## src/design/etlca_pkg.sv

```systemverilog
// Shared types and constants for the Euler-tour lowest-common-ancestor block.
package etlca_pkg;

	localparam int NODE_W  = 10;
	localparam int LEVEL_W = 10;

	localparam logic REQ_LOAD  = 1'b0;
	localparam logic REQ_QUERY = 1'b1;

	typedef struct packed {
		logic               req_type;
		logic               first_entry;
		logic [NODE_W-1:0]  entry_node;
		logic [LEVEL_W-1:0] entry_level;
		logic [NODE_W-1:0]  node_a;
		logic [NODE_W-1:0]  node_b;
		logic [NODE_W-1:0]  query_root;
	} req_t;

	typedef enum logic [1:0] {
		ST_OK       = 2'd0,
		ST_UNSEEN   = 2'd1,
		ST_OVERFLOW = 2'd2
	} status_t;

	typedef struct packed {
		logic [NODE_W-1:0] ancestor_node;
		status_t           status;
	} rsp_t;

	typedef struct packed {
		logic [NODE_W-1:0]  node;
		logic [LEVEL_W-1:0] level;
	} entry_t;

	typedef enum logic [3:0] {
		OP_NONE       = 4'd0,
		OP_CLR        = 4'd1,
		OP_CAPTURE    = 4'd2,
		OP_FP_RD      = 4'd3,
		OP_TN_RD      = 4'd4,
		OP_CHECK      = 4'd5,
		OP_SCAN_START = 4'd6,
		OP_SCAN_STEP  = 4'd7,
		OP_EMIT       = 4'd8
	} op_t;

	typedef enum logic [1:0] {
		KEY_NODE = 2'd0,
		KEY_A    = 2'd1,
		KEY_B    = 2'd2,
		KEY_R    = 2'd3
	} key_t;

	typedef enum logic [1:0] {
		PAIR_AB = 2'd0,
		PAIR_AR = 2'd1,
		PAIR_BR = 2'd2
	} pair_t;

	typedef struct packed {
		op_t     op;
		key_t    key;
		pair_t   pair;
		status_t res;
	} cmd_t;

	typedef struct packed {
		logic clr_last;
		logic query;
		logic full;
		logic seen;
		logic root_match;
		logic scan_done;
		logic out_free;
	} stat_t;

endpackage

```

## src/design/etlca_ctrl.sv

```systemverilog
// Controller: sequences clear sweep, node lookups, range scans and result hand-off.
module etlca_ctrl import etlca_pkg::*; (
	input  logic  clk,
	input  logic  arst_n,
	input  logic  req_valid,
	input  logic  req_type,
	output logic  req_ready,
	input  stat_t stat,
	output cmd_t  cmd
);

	typedef enum logic [7:0] {
		S_CLEAR = 8'b0000_0001,
		S_IDLE  = 8'b0000_0010,
		S_FP    = 8'b0000_0100,
		S_TN    = 8'b0000_1000,
		S_CHK   = 8'b0001_0000,
		S_START = 8'b0010_0000,
		S_SCAN  = 8'b0100_0000,
		S_EMIT  = 8'b1000_0000
	} state_t;

	state_t  state_q, state_d;
	key_t    key_q, key_d;
	pair_t   pair_q, pair_d;
	status_t res_q, res_d;
	op_t     op;

	always_comb begin
		state_d = state_q;
		key_d   = key_q;
		pair_d  = pair_q;
		res_d   = res_q;
		op      = OP_NONE;
		case (state_q)
			S_CLEAR: begin
				op = OP_CLR;
				if (stat.clr_last) state_d = S_IDLE;
			end
			S_IDLE: begin
				if (req_valid) begin
					op      = OP_CAPTURE;
					key_d   = (req_type == REQ_LOAD) ? KEY_NODE : KEY_A;
					pair_d  = PAIR_AB;
					state_d = S_FP;
				end
			end
			S_FP: begin
				if (!stat.query && stat.full) begin
					res_d   = ST_OVERFLOW;
					state_d = S_EMIT;
				end else begin
					op      = OP_FP_RD;
					state_d = S_TN;
				end
			end
			S_TN: begin
				op      = OP_TN_RD;
				state_d = S_CHK;
			end
			S_CHK: begin
				op = OP_CHECK;
				if (!stat.query) begin
					state_d = S_IDLE;
				end else if (!stat.seen) begin
					res_d   = ST_UNSEEN;
					state_d = S_EMIT;
				end else if (key_q == KEY_R) begin
					state_d = S_START;
				end else begin
					key_d   = (key_q == KEY_A) ? KEY_B : KEY_R;
					state_d = S_FP;
				end
			end
			S_START: begin
				op      = OP_SCAN_START;
				state_d = S_SCAN;
			end
			S_SCAN: begin
				op = OP_SCAN_STEP;
				if (stat.scan_done) begin
					if (pair_q == PAIR_BR || (pair_q == PAIR_AB && stat.root_match)) begin
						res_d   = ST_OK;
						state_d = S_EMIT;
					end else begin
						pair_d  = (pair_q == PAIR_AB) ? PAIR_AR : PAIR_BR;
						state_d = S_START;
					end
				end
			end
			S_EMIT: begin
				if (stat.out_free) begin
					op      = OP_EMIT;
					state_d = S_IDLE;
				end
			end
			default: state_d = S_IDLE;
		endcase
	end

	always_ff @(posedge clk or negedge arst_n) begin
		if (!arst_n) begin
			state_q <= S_CLEAR;
			key_q   <= KEY_NODE;
			pair_q  <= PAIR_AB;
			res_q   <= ST_OK;
		end else begin
			state_q <= state_d;
			key_q   <= key_d;
			pair_q  <= pair_d;
			res_q   <= res_d;
		end
	end

	assign req_ready = state_q == S_IDLE;
	assign cmd.op    = op;
	assign cmd.key   = key_q;
	assign cmd.pair  = pair_q;
	assign cmd.res   = res_q;

	a_accept_seq: assert property (@(posedge clk) disable iff (!arst_n)
		(req_valid && req_ready) |=> state_q == S_FP)
		else $error("accepted item did not start lookup");

	a_emit_free: assert property (@(posedge clk) disable iff (!arst_n)
		cmd.op == OP_EMIT |-> stat.out_free)
		else $error("result overwritten before it was taken");

	a_scan_hold: assert property (@(posedge clk) disable iff (!arst_n)
		(state_q == S_SCAN && !stat.scan_done) |=> state_q == S_SCAN)
		else $error("scan abandoned before completion");

endmodule
```

## config.mk

```make
export PLATFORM = sky130hd
export DESIGN_NAME = etlca_ctrl
export DESIGN_NICKNAME = d
export VERILOG_FILES = /design/src/design/etlca_pkg.sv /design/src/design/etlca_ctrl.sv
export SDC_FILE = /design/constraint.sdc
export NUM_CORES = 1
export LEC_CHECK = 0
export BUFFER_PORTS_ARGS = -buffer_cell sky130_fd_sc_hd__clkbuf_2
export CORE_UTILIZATION = 45
export CTS_CLUSTER_DIAMETER = 200
export CTS_CLUSTER_SIZE = 20
export DETAILED_ROUTE_END_ITERATION = 6
export GPL_TIMING_DRIVEN = 0
export MAX_ROUTING_LAYER = met4
export PLACE_DENSITY = 0.77
export SLEW_MARGIN = 20
export SYNTH_ARGS = -nofsm -noshare
export SYNTH_HDL_FRONTEND = slang
export SYNTH_SLANG_ARGS = --single-unit
export TNS_END_PERCENT = 5
```

## constraint.sdc

```tcl
create_clock -name clk -period 2.7 [get_ports clk]
set_clock_uncertainty 0.15 [all_clocks]
set_input_delay 0.27 -clock clk [delete_from_list [all_inputs] [get_ports clk]]
set_output_delay 0.27 -clock clk [all_outputs]
set_load 0.005 [all_outputs]
```

Yosys cells after proc, flatten, opt, wreduce, memory -nomap -nowiden
Cells that the tools add are included.
{ "word_totals": {"ramBits": 0, "latch_bits": 0, "rom_bits": 0, "mem_count": 0, "output_inout_bits": 11, "elab_cells": 70, "regBits": 14, "inputBits": 11} }
{ "op_classes": {"shifts": 0, "multipliers": 0, "eq_ne": 22, "add_sub_neg": 0, "bitwise": 0, "div_mod_pow": 0, "n_mux": 32, "order_cmp": 0, "n_reduce_logical": 12} }
{ "op_table": {"columns": ["op", "count"], "rows": [
  ["$mux W8", 8],
  ["$pmux W8 S8", 1],
  ["$pmux W4 S8", 1],
  ["$mux W2", 15],
  ["$ne A2 B2 Y1 const B", 11],
  ["$eq A8 B1 Y1 const B", 1],
  ["$eq A8 B2 Y1 const B", 1],
  ["$eq A8 B3 Y1 const B", 1],
  ["$eq A8 B4 Y1 const B", 1],
  ["$eq A8 B5 Y1 const B", 1],
  ["$eq A8 B6 Y1 const B", 1],
  ["$eq A8 B7 Y1 const B", 1],
  ["$eq A8 B8 Y1 const B", 1],
  ["$pmux W2 S2", 2],
  ["$reduce_and A4 Y1", 2],
  ["$mux W6", 1],
  ["$pmux W2 S3", 1],
  ["$reduce_and A6 Y1", 1],
  ["$reduce_and A5 Y1", 1],
  ["$eq A2 B2 Y1 const B", 2],
  ["$mux W4", 1],
  ["$reduce_bool A2 Y1", 2],
  ["$reduce_bool A3 Y1", 1],
  ["$eq A2 B1 Y1 const B", 1],
  ["5 further kinds", 7]
]} }

Longest topological paths before layout
Gate-level depths: netlist of run 1.
{ "logic_depth": {"ltp_word": 6, "ltp_mapped": 5, "mapped_depth_nobuf": 4} }

Worst setup path before layout of run 1
OpenSTA, ideal clock, no wires.
{ "synth_path": {"kind": "flip-flop to flip-flop", "startpoint": "reg state_q[2]", "endpoint": "reg pair_q[0]", "setup_time_ns": 0.125, "t_required_ns": 2.425, "stages_incl_launch_ff": 6, "arrival_time_ns": 2.080, "path_buffers": 1, "slack_ns": 0.345, "period_less_slack_ns": 2.355, "cell_sequence": "dfrtp_1 -> or4_4 -> or4_4 -> buf_6 -> mux2_2 -> mux2_4"} }
{ "synth_via": {"elab_chain_cells": 3, "word_cells_on_any_way": 8, "cone_classes": "eq/ne: 5; mux: 1; reduce/logical: 2"} }
{ "synth_lines": {"columns": ["element", "line", "rtl"], "rows": [
  ["from (decl)", "etlca_ctrl.sv:23", "state_t state_q, state_d;"],
  ["from (signal assigned)", "etlca_ctrl.sv:108", "state_q <= state_d;"],
  ["$eq A8 B7 Y1 / $eq A8 B2 Y1 (equally long branches)", "etlca_ctrl.sv:35", "case (state_q)"],
  ["$ne A2 B2 Y1 (no source line) / $reduce_bool A2 Y1 (equally long branches)", null, null],
  ["$reduce_and A4 Y1 (no source line)", null, null],
  ["to (signal assigned)", "etlca_ctrl.sv:110", "pair_q <= pair_d;"],
  ["to (decl)", "etlca_ctrl.sv:25", "pair_t pair_q, pair_d;"]
]} }
Several ways; a longest one is shown, not always the timed one.
A chain may end at the register's enable or synchronous reset.

==> results_dict.tcl, run 1 <==
set metrics [dict create \
    status "completed" \
    critical_path_class "flip-flop to output port" \
    cp_num_buf_inv 2 \
    synthArstFlopShare_pct 100.0 \
    clockBufferDepth 2 \
    tritoncts "yes" \
    row_count 15 \
    fp.dieW_um 46.02 \
    synth_seq_cells 14 \
    maxSlewHeadroom_pct 66.19 \
    antenna_found_initial 0 \
    drv_cap 0 \
    fmax_ghz 0.3832 \
    rrSetupSlack_ns 0.23 \
    cp_top_family "simple AND/OR/NAND/NOR gates" \
    synth.top_cell.area_share_pct 37.30 \
    synth-xor-area-share_pct 1.004 \
    synth-seq-area-share_pct 40.32 \
    ios 22 \
    hold_path_class "input port to flip-flop" \
    tightest_slew_ns 0.5033 \
    overflow 0 \
    post_cts_buffers 0 \
    crit_fanout 8 \
    cp-end-kind "output port" \
    hold_depth 2 \
    routed_wl_mm 1.964 \
    cp_slowest_cell "or4_4" \
    clk_pin_slew_worst_paths_ns 0.09 \
    remaining_drc_errors 0 \
    setup-violations-final 0 \
    crit_chain "or4_4 > or4_4 > buf_6 > nand3_1 > clkbuf_2" \
    clock_latency_ns 0.28 \
    final_max_slew_viol_count 0 \
    yosys-top-cells-count "dfrtp_1, nor2_1, nand2_1, nor3_1, inv_1" \
    synth_mux_area_share_pct 3.013 \
    ctsRootBufferMaster "clkbuf_4" \
    place_congestion 0.8457 \
    cp_slowest_stage_delay_ns 0.59 \
    synth_compound_area_share_pct 19.94 \
    synthCells 92 \
    area_delta_synth_final_pct 24.53 \
    grt_pass1_wl_mm 3.284 \
    ir_drop_mv 0.5687 \
    layout.nets 131 \
    grt_use_total_pct 22.51 \
    min_period_over_period_pct 96.65 \
    ctsHtreeMaxLevel 1 \
    wire_per_inst_um 13.64 \
    diodes 0 \
    cts_buffers 3 \
    drtAntennaViolNets 0 \
    yosysWarnings 0 \
    synthSimpleGateAreaFrac_pct 32.28 \
    crit_required_ns 2.28 \
    place_inst 138 \
    clock_sinks 14 \
    vias 808 \
    post-route-min-period_ns 2.610 \
    timing_hold_violations_final 0 \
    synth_top_family_by_area "simple AND/OR/NAND/NOR gates" \
    synth-edff-count 0 \
    vias_per_cell 5.611 \
    r2r_start "state_q[3]" \
    grt_pass1_vias 750 \
    reg2reg_to "pair_q[0]" \
    synth_fp_nets 103 \
    hold_end "state_q[7]" \
    synth_area_leaders "dfrtp_1, nor2_1, or4_4" \
    power_density_nw_per_um2 843.1 \
    synth_fa_ha_area_share_pct 0 \
    start_kind "flip-flop" \
    dr.first_iter.drc_count 29 \
    start_util_pct 49.43 \
    dr.pass1.iters 4 \
    yosysMostFrequentCell "dfrtp_1" \
    grt_start_max_net_pins 15 \
    grt_setup_unrepaired "false" \
    yosysTopAreaCell "dfrtp_1" \
    port_buffers 21 \
    dp_hpwl_mm 1.474 \
    min_from "stat[0]" \
    synthDistinctLibCells 37 \
    r2r.worst_path.cells 5 \
    fp.dieH_um 46.02 \
    synthFlopType "dfrtp_1" \
    syn_area_um2 872.1 \
    arrival_ns 2.19 \
    p_leak_nw 0.5209 \
    totalNegativeSetupSlack_ns 0 \
    die_area_um2 2118 \
    drive_gt1_share_pct 37.82 \
    final_cells 144 \
    syn_avg_cell_area_um2 9.479 \
    coreArea_um2 1764 \
    crit_path_frequent_cell "or4_4" \
]
power breakdown:
| part | leakage [nW] | internal, W | switching [W] | total [W] |
|---|---|---|---|---|
| logic | 0.318 | 0.000223 | 0.000220 | 0.000443 |
| registers | 0.182 | 0.000259 | 0.0000593 | 0.000319 |
| clock network | 0.0210 | 0.0000821 | 0.0000718 | 0.000154 |
| total | 0.521 | 0.000564 | 0.000351 | 0.000916 |
layer usage:
layer	routed length, um	GRT usage (%)	share of wire (%)	vias to the layer above
met5	0	-	0	-
met4	14	8.824	0.71	0
met3	105	2.381	5.3	2
met2	944	34.93	48	24
met1	900	30.00	46	389
li1	-	-	-	393
placed cells by master (no fill, tap or decap), drive strengths merged, types with 3 or more instances in the layout:
master and instances:
nor3 5, nor2b 3, inv 4, a21oi 3
or4 5, nand2 8, nand2b 3, clkbuf 26
dfrtp 13, o21ai 3, nand3 3, nor2 9
or2 3, o2bb2ai 3
sequential cells by signal, indices dropped and copies added, names as in the netlist:
| name | flops |
|---|---|
| key_q | 2 |
| pair_q | 2 |
| res_q | 2 |
| state_q | 8 |
repair_timing:
item | CTS | global route
hold buffers | 2 | 0
endpoints found under the setup margin | 2 | 2
gates resized for setup | 4 | 1
endpoints found under the hold margin | 14 | 0
worst max-delay path by stage:
| stage | depth (start not counted) | endpoint | start |
|---|---|---|---|
| finish | 5 | cmd[7] | state_q[3] |
| floorplan | 5 | pair_q[0] | state_q[2] |
| detailed placement | 5 | cmd[6] | state_q[2] |
| CTS | 5 | cmd[6] | state_q[2] |
| global placement | 5 | cmd[6] | state_q[2] |
| global route | 5 | cmd[6] | state_q[3] |
cells by family after synthesis:
family	after synthesis
simple gates	48
buf+inv	6
flops	14
compound gates	21
mux	2
xor+xnor	1
stage by stage:
| stage | hold slack (ns) | setup slack, ns | util [%] | area, um^2 | power (W) |
|---|---|---|---|---|---|
| after global routing | 0.05446 | 0.006236 | 61.56 | 1086 | 0.0009875 |
| after CTS | 0.04256 | 0.08100 | 61.06 | 1077 | 0.0009100 |
| after detailed placement | 0.04688 | 0.1730 | 57.16 | 1008 | 0.0007412 |
| final | 0.04946 | 0.09041 | 61.56 | 1086 | 0.0009156 |
| after global placement | 0.04606 | 0.1883 | 57.16 | 1008 | 0.0007247 |
| after floorplan | -0.1756 | 0.3448 | - | 872.1 | 0.0006093 |
final cells by class:
type                            instances  area [um^2]
Inverter                                4        15.01
Tap cell                               25        31.28
Clock buffer                            4        36.28
Timing Repair Buffer                   23        125.1
Sequential cell                        14        351.6
Fill cell                             164        678.2
Multi-Input combinational cell         72        508.0
Buffer                                  2        18.77
(Power assumes the default switching activity.)
==> run 2, diff against run 1 <==
--- a/config.mk
+++ b/config.mk
@@ -6,13 +6,16 @@
 export NUM_CORES = 1
 export LEC_CHECK = 0
 export BUFFER_PORTS_ARGS = -buffer_cell sky130_fd_sc_hd__clkbuf_2
-export CORE_UTILIZATION = 45
+export CELL_PAD_IN_SITES_DETAIL_PLACEMENT = 1
+export CELL_PAD_IN_SITES_GLOBAL_PLACEMENT = 1
+export CORE_UTILIZATION = 41
 export CTS_CLUSTER_DIAMETER = 200
 export CTS_CLUSTER_SIZE = 20
 export DETAILED_ROUTE_END_ITERATION = 6
 export GPL_TIMING_DRIVEN = 0
 export MAX_ROUTING_LAYER = met4
-export PLACE_DENSITY = 0.77
+export PLACE_DENSITY = 0.89
+export REMOVE_ABC_BUFFERS = 1
 export SLEW_MARGIN = 20
 export SYNTH_ARGS = -nofsm -noshare
 export SYNTH_HDL_FRONTEND = slang
==> constraint.sdc (replaced) <==
create_clock -name clk -period 3.2 [get_ports clk]
set_clock_uncertainty 0.15 [all_clocks]
set_input_delay 0.32 -clock clk [delete_from_list [all_inputs] [get_ports clk]]
set_output_delay 0.32 -clock clk [all_outputs]
set_load 0.005 [all_outputs]
==> results_dict.tcl, run 2 (same netlist as run 1, synthesis figures left out) <==
set metrics [dict create \
    pwr-share-clk_pct 17.1 \
    overflow 0 \
    start_util_pct 44.00 \
    cts_hold_buf 2 \
    place_congestion 0.7996 \
    grt_start_max_net_pins 15 \
    crit_required_ns 2.73 \
    tritoncts "yes" \
    hold_end "state_q[7]" \
    fmax_ghz 0.3363 \
    setup-violations-final 0 \
    pwr-share-comb_pct 47.2 \
    final_cell_mix "clkbuf_2, dfrtp_1, nor2_1" \
    status "completed" \
    dr.first_iter.drc_count 8 \
    area_delta_synth_final_pct 20.66 \
    clock_latency_ns 0.28 \
    drtAntennaViolNets 0 \
    power_density_nw_per_um2 712.5 \
    reg2reg_to "state_q[7]" \
    vias 807 \
    crit_fanout 6 \
    vias_per_cell 5.604 \
    grt_pass1_wl_mm 3.539 \
    fp.dieH_um 48.12 \
    cts_resized 0 \
    cp_slowest_stage_delay_ns 0.79 \
    fp.dieW_um 48.12 \
    intPower_w 0.0004560 \
    min_from "stat[0]" \
    cp-end-kind "output port" \
    r2r_start "state_q[2]" \
    cp_top_family "simple AND/OR/NAND/NOR gates" \
    timing_hold_violations_final 0 \
    antenna_found_initial 0 \
    wire_per_inst_um 15.70 \
    remaining_drc_errors 0 \
    dr.pass1.iters 4 \
    place_inst 138 \
    rrSetupSlack_ns 0.74 \
    final_cells 144 \
    fin_hold_ws_ns 0.1013 \
    routed_wl_mm 2.261 \
    drive_gt1_share_pct 35.90 \
    dp_hpwl_mm 1.706 \
    grt_pass1_vias 743 \
    start_kind "flip-flop" \
    post_cts_buffers 0 \
    seq_power_share_pct 35.7 \
    port_buffers 21 \
    die_area_um2 2316 \
    ir_drop_mv 0.4327 \
    tightest_slew_ns 0.9432 \
    pre_cts_slack_ns 0.6145 \
    largest_register_ffs 8 \
    clk_pin_slew_worst_paths_ns 0.08 \
    row_count 16 \
    hold_depth 2 \
    min_period_over_period_pct 92.92 \
    clock_sinks 14 \
    clockBufferDepth 2 \
    cp_slowest_cell "nor4_1" \
    fin_ws_ns 0.2266 \
    maxSlewHeadroom_pct 36.54 \
    ios 22 \
    arrival_ns 2.50 \
    grt_setup_unrepaired "false" \
    final_common_cell "clkbuf_2" \
    ctsRootBufferMaster "clkbuf_4" \
    final_max_slew_viol_count 0 \
    diodes 0 \
    p_leak_nw 0.5081 \
    crit_chain "or4_4 > nor4_1 > nor2_1 > nand3_1 > clkbuf_2" \
    swShare_pct 39.18 \
    cts_buffers 3 \
    r2r.worst_path.cells 4 \
    post-route-min-period_ns 2.973 \
    coreArea_um2 1982 \
    placed_area_um2 996.0 \
    drv_cap 0 \
    cp_num_buf_inv 1 \
    regMostFlops "state_q" \
    totalNegativeSetupSlack_ns 0 \
    layout.nets 129 \
    ctsHtreeMaxLevel 1 \
    fin_area_um2 1052 \
    hold_path_class "input port to flip-flop" \
    net-switching-power_w 0.0002937 \
    critical_path_class "flip-flop to output port" \
    grt_use_total_pct 24.32 \
]
-- run 2: layer usage --
layer | up-vias | share of wire (%) | wire, um | track usage (%)
li1 | 389 | - | - | -
met1 | 397 | 45 | 1024 | 29.34
met2 | 17 | 50 | 1141 | 40.00
met3 | 4 | 2.8 | 63 | 4.444
met4 | 0 | 1.4 | 31 | 10.00
met5 | - | 0 | 0 | -
-- run 2: worst max-delay path by stage --
stage                     startpoint  cells past startpoint         to
after floorplan           state_q[2]                      4  pair_q[0]
after global placement    state_q[2]                      5     cmd[6]
after detailed placement  state_q[2]                      5     cmd[7]
after CTS                 state_q[2]                      5     cmd[7]
after global routing      state_q[2]                      5     cmd[7]
final                     state_q[2]                      5     cmd[6]
-- run 2: cell type report --
cell class	instances	area, um^2
Sequential cell	14	351.6
Clock buffer	4	36.28
Multi-Input combinational cell	72	490.5
Timing Repair Buffer	23	125.1
Inverter	4	15.01
Fill cell	247	929.6
Tap cell	27	33.78
-- run 2: power by group through the flow --
stage                     clock network [W]  registers [W]  logic, W
after floorplan                           0       0.000258  0.000240
after global placement                    0       0.000262  0.000336
after detailed placement                  0       0.000270  0.000348
after CTS                          0.000135       0.000267  0.000356
after global routing               0.000141       0.000275  0.000393
final                              0.000128       0.000267  0.000354
-- run 2: through the flow --
step / util [%] / power, W
floorplan: - / 0.0004977
global placement: 50.25 / 0.0005979
detailed placement: 50.25 / 0.0006181
CTS: 53.09 / 0.0007578
global route: 53.09 / 0.0008088
finish: 53.09 / 0.0007497
==> run 3, diff against run 2 <==
--- a/config.mk
+++ b/config.mk
@@ -8,13 +8,12 @@
 export BUFFER_PORTS_ARGS = -buffer_cell sky130_fd_sc_hd__clkbuf_2
 export CELL_PAD_IN_SITES_DETAIL_PLACEMENT = 1
 export CELL_PAD_IN_SITES_GLOBAL_PLACEMENT = 1
-export CORE_UTILIZATION = 41
+export CORE_UTILIZATION = 40
 export CTS_CLUSTER_DIAMETER = 200
 export CTS_CLUSTER_SIZE = 20
 export DETAILED_ROUTE_END_ITERATION = 6
 export GPL_TIMING_DRIVEN = 0
-export MAX_ROUTING_LAYER = met4
-export PLACE_DENSITY = 0.89
+export PLACE_DENSITY = 0.88
 export REMOVE_ABC_BUFFERS = 1
 export SLEW_MARGIN = 20
 export SYNTH_ARGS = -nofsm -noshare
==> results_dict.tcl, run 3 (same netlist as run 1, synthesis figures left out) <==
set metrics [dict create \
    post_cts_buffers 0 \
    critical_path_class "flip-flop to output port" \
    fill_cells 251 \
    final_common_cell "clkbuf_2" \
    start_util_pct 43.56 \
    dr.first_iter.drc_count 3 \
    min_period_over_period_pct 89.82 \
    final_max_slew_viol_count 0 \
    coreArea_um2 2002 \
    die_area_um2 2371 \
    totalNegativeSetupSlack_ns 0 \
    ios 22 \
    final-seq-area_um2 351.6 \
    fmax_ghz 0.3479 \
    grt_use_total_pct 19.96 \
    tightest_slew_ns 0.7933 \
    multi_input_area_um2 490.5 \
    area_delta_synth_final_pct 18.36 \
    remaining_drc_errors 0 \
    overflow 0 \
    ir_drop_mv 0.3226 \
    cts_buffers 3 \
    cp_slowest_stage_delay_ns 0.68 \
    drtAntennaViolNets 0 \
    crit_required_ns 2.73 \
    regMostFlops "state_q" \
    post-route-min-period_ns 2.874 \
    timing_hold_violations_final 0 \
    layout.nets 128 \
    clock_sinks 14 \
    cts_resized 0 \
    power_density_nw_per_um2 698.9 \
    antenna_found_initial 0 \
    grt_setup_unrepaired "false" \
    finalCoreUtilization_pct 51.56 \
    start_kind "flip-flop" \
    fp.dieH_um 48.69 \
    grt_start_max_net_pins 15 \
    cp-end-kind "output port" \
    hold_path_class "input port to flip-flop" \
    routed_wl_mm 2.157 \
    status "completed" \
    place_congestion 0.8030 \
    grt_pass1_vias 822 \
    dr.pass1.iters 4 \
    p_leak_nw 0.4979 \
    maxSlewHeadroom_pct 46.62 \
    cp_slowest_cell "nor4_1" \
    crit_fanout 6 \
    rrSetupSlack_ns 0.77 \
    finalPower_w 0.0007214 \
    vias 814 \
    wire_per_inst_um 15.08 \
    vias_per_cell 5.692 \
    dp_hpwl_mm 1.726 \
    diodes 0 \
    grt_pass1_wl_mm 3.581 \
    clock_latency_ns 0.28 \
    drv_cap 0 \
    setup-violations-final 0 \
    clk_pin_slew_worst_paths_ns 0.08 \
    tritoncts "yes" \
    place_inst 138 \
    crit_chain "or4_4 > nor4_1 > nor2_1 > nand3_1 > clkbuf_2" \
    ctsRootBufferMaster "clkbuf_4" \
    fp.dieW_um 48.69 \
    largest_register_ffs 8 \
    clockBufferDepth 2 \
    arrival_ns 2.40 \
    drive_gt1_share_pct 35.34 \
    final_cell_mix "clkbuf_2, dfrtp_1, nor2_1" \
    port_buffers 21 \
    ctsHtreeMaxLevel 1 \
    final_cells 143 \
    row_count 16 \
    cts_hold_buf 1 \
]
==> run 3: per-layer routing <==
layer | vias up | global-route usage, % | routed length (um)
met5 | - | 0 | 0
met4 | 0 | 7.353 | 31
li1 | 387 | - | -
met1 | 409 | 22.49 | 943
met2 | 14 | 36.81 | 1123
met3 | 4 | 3.774 | 58
==> run 3: critical path: cells and delay by family (launching register included) <==
kind	cells	cell delay (ns)
buffers and inverters	1	0.11
and+or+nand+nor	4	1.56
DFF	1	0.44
==> run 3: final timing paths <==
path | startpoint | to | cells after the start
setup / recovery | state_q[2] | cmd[7] | 5
hold / removal | stat[6] | state_q[0] | 2
setup reg to reg | state_q[2] | pair_q[0] | 4
hold reg to reg | res_q[0] | res_q[0] | 1
max in group asynchronous | arst_n | state_q[0] | 2
min in group asynchronous | arst_n | state_q[3] | 2
==> run 3: power by group <==
part           internal, W  switching, W  leakage [nW]
combinational     0.000167      0.000181         0.301
clock            0.0000484     0.0000576        0.0150
sequential        0.000219     0.0000485         0.182
==> run 3: area by class of cell <==
cell class	instances	area share [%]
repair buffers	22	11.15
flip-flops and latches	14	34.06
clock buffers	4	2.545
multi-input cells	72	47.52
inverters	4	1.455
well taps	27	3.273
==> run 3: through the flow <==
| step | instance area (um^2) | hold slack, ns | setup WS, ns |
|---|---|---|---|
| after floorplan | 857.1 | -0.1256 | 0.8999 |
| after global placement | 996.0 | 0.1030 | 0.6475 |
| after detailed placement | 996.0 | 0.1036 | 0.6265 |
| after CTS | 1032 | 0.02043 | 0.3057 |
| after global routing | 1032 | 0.03699 | 0.1836 |
| final | 1032 | 0.01704 | 0.3256 |
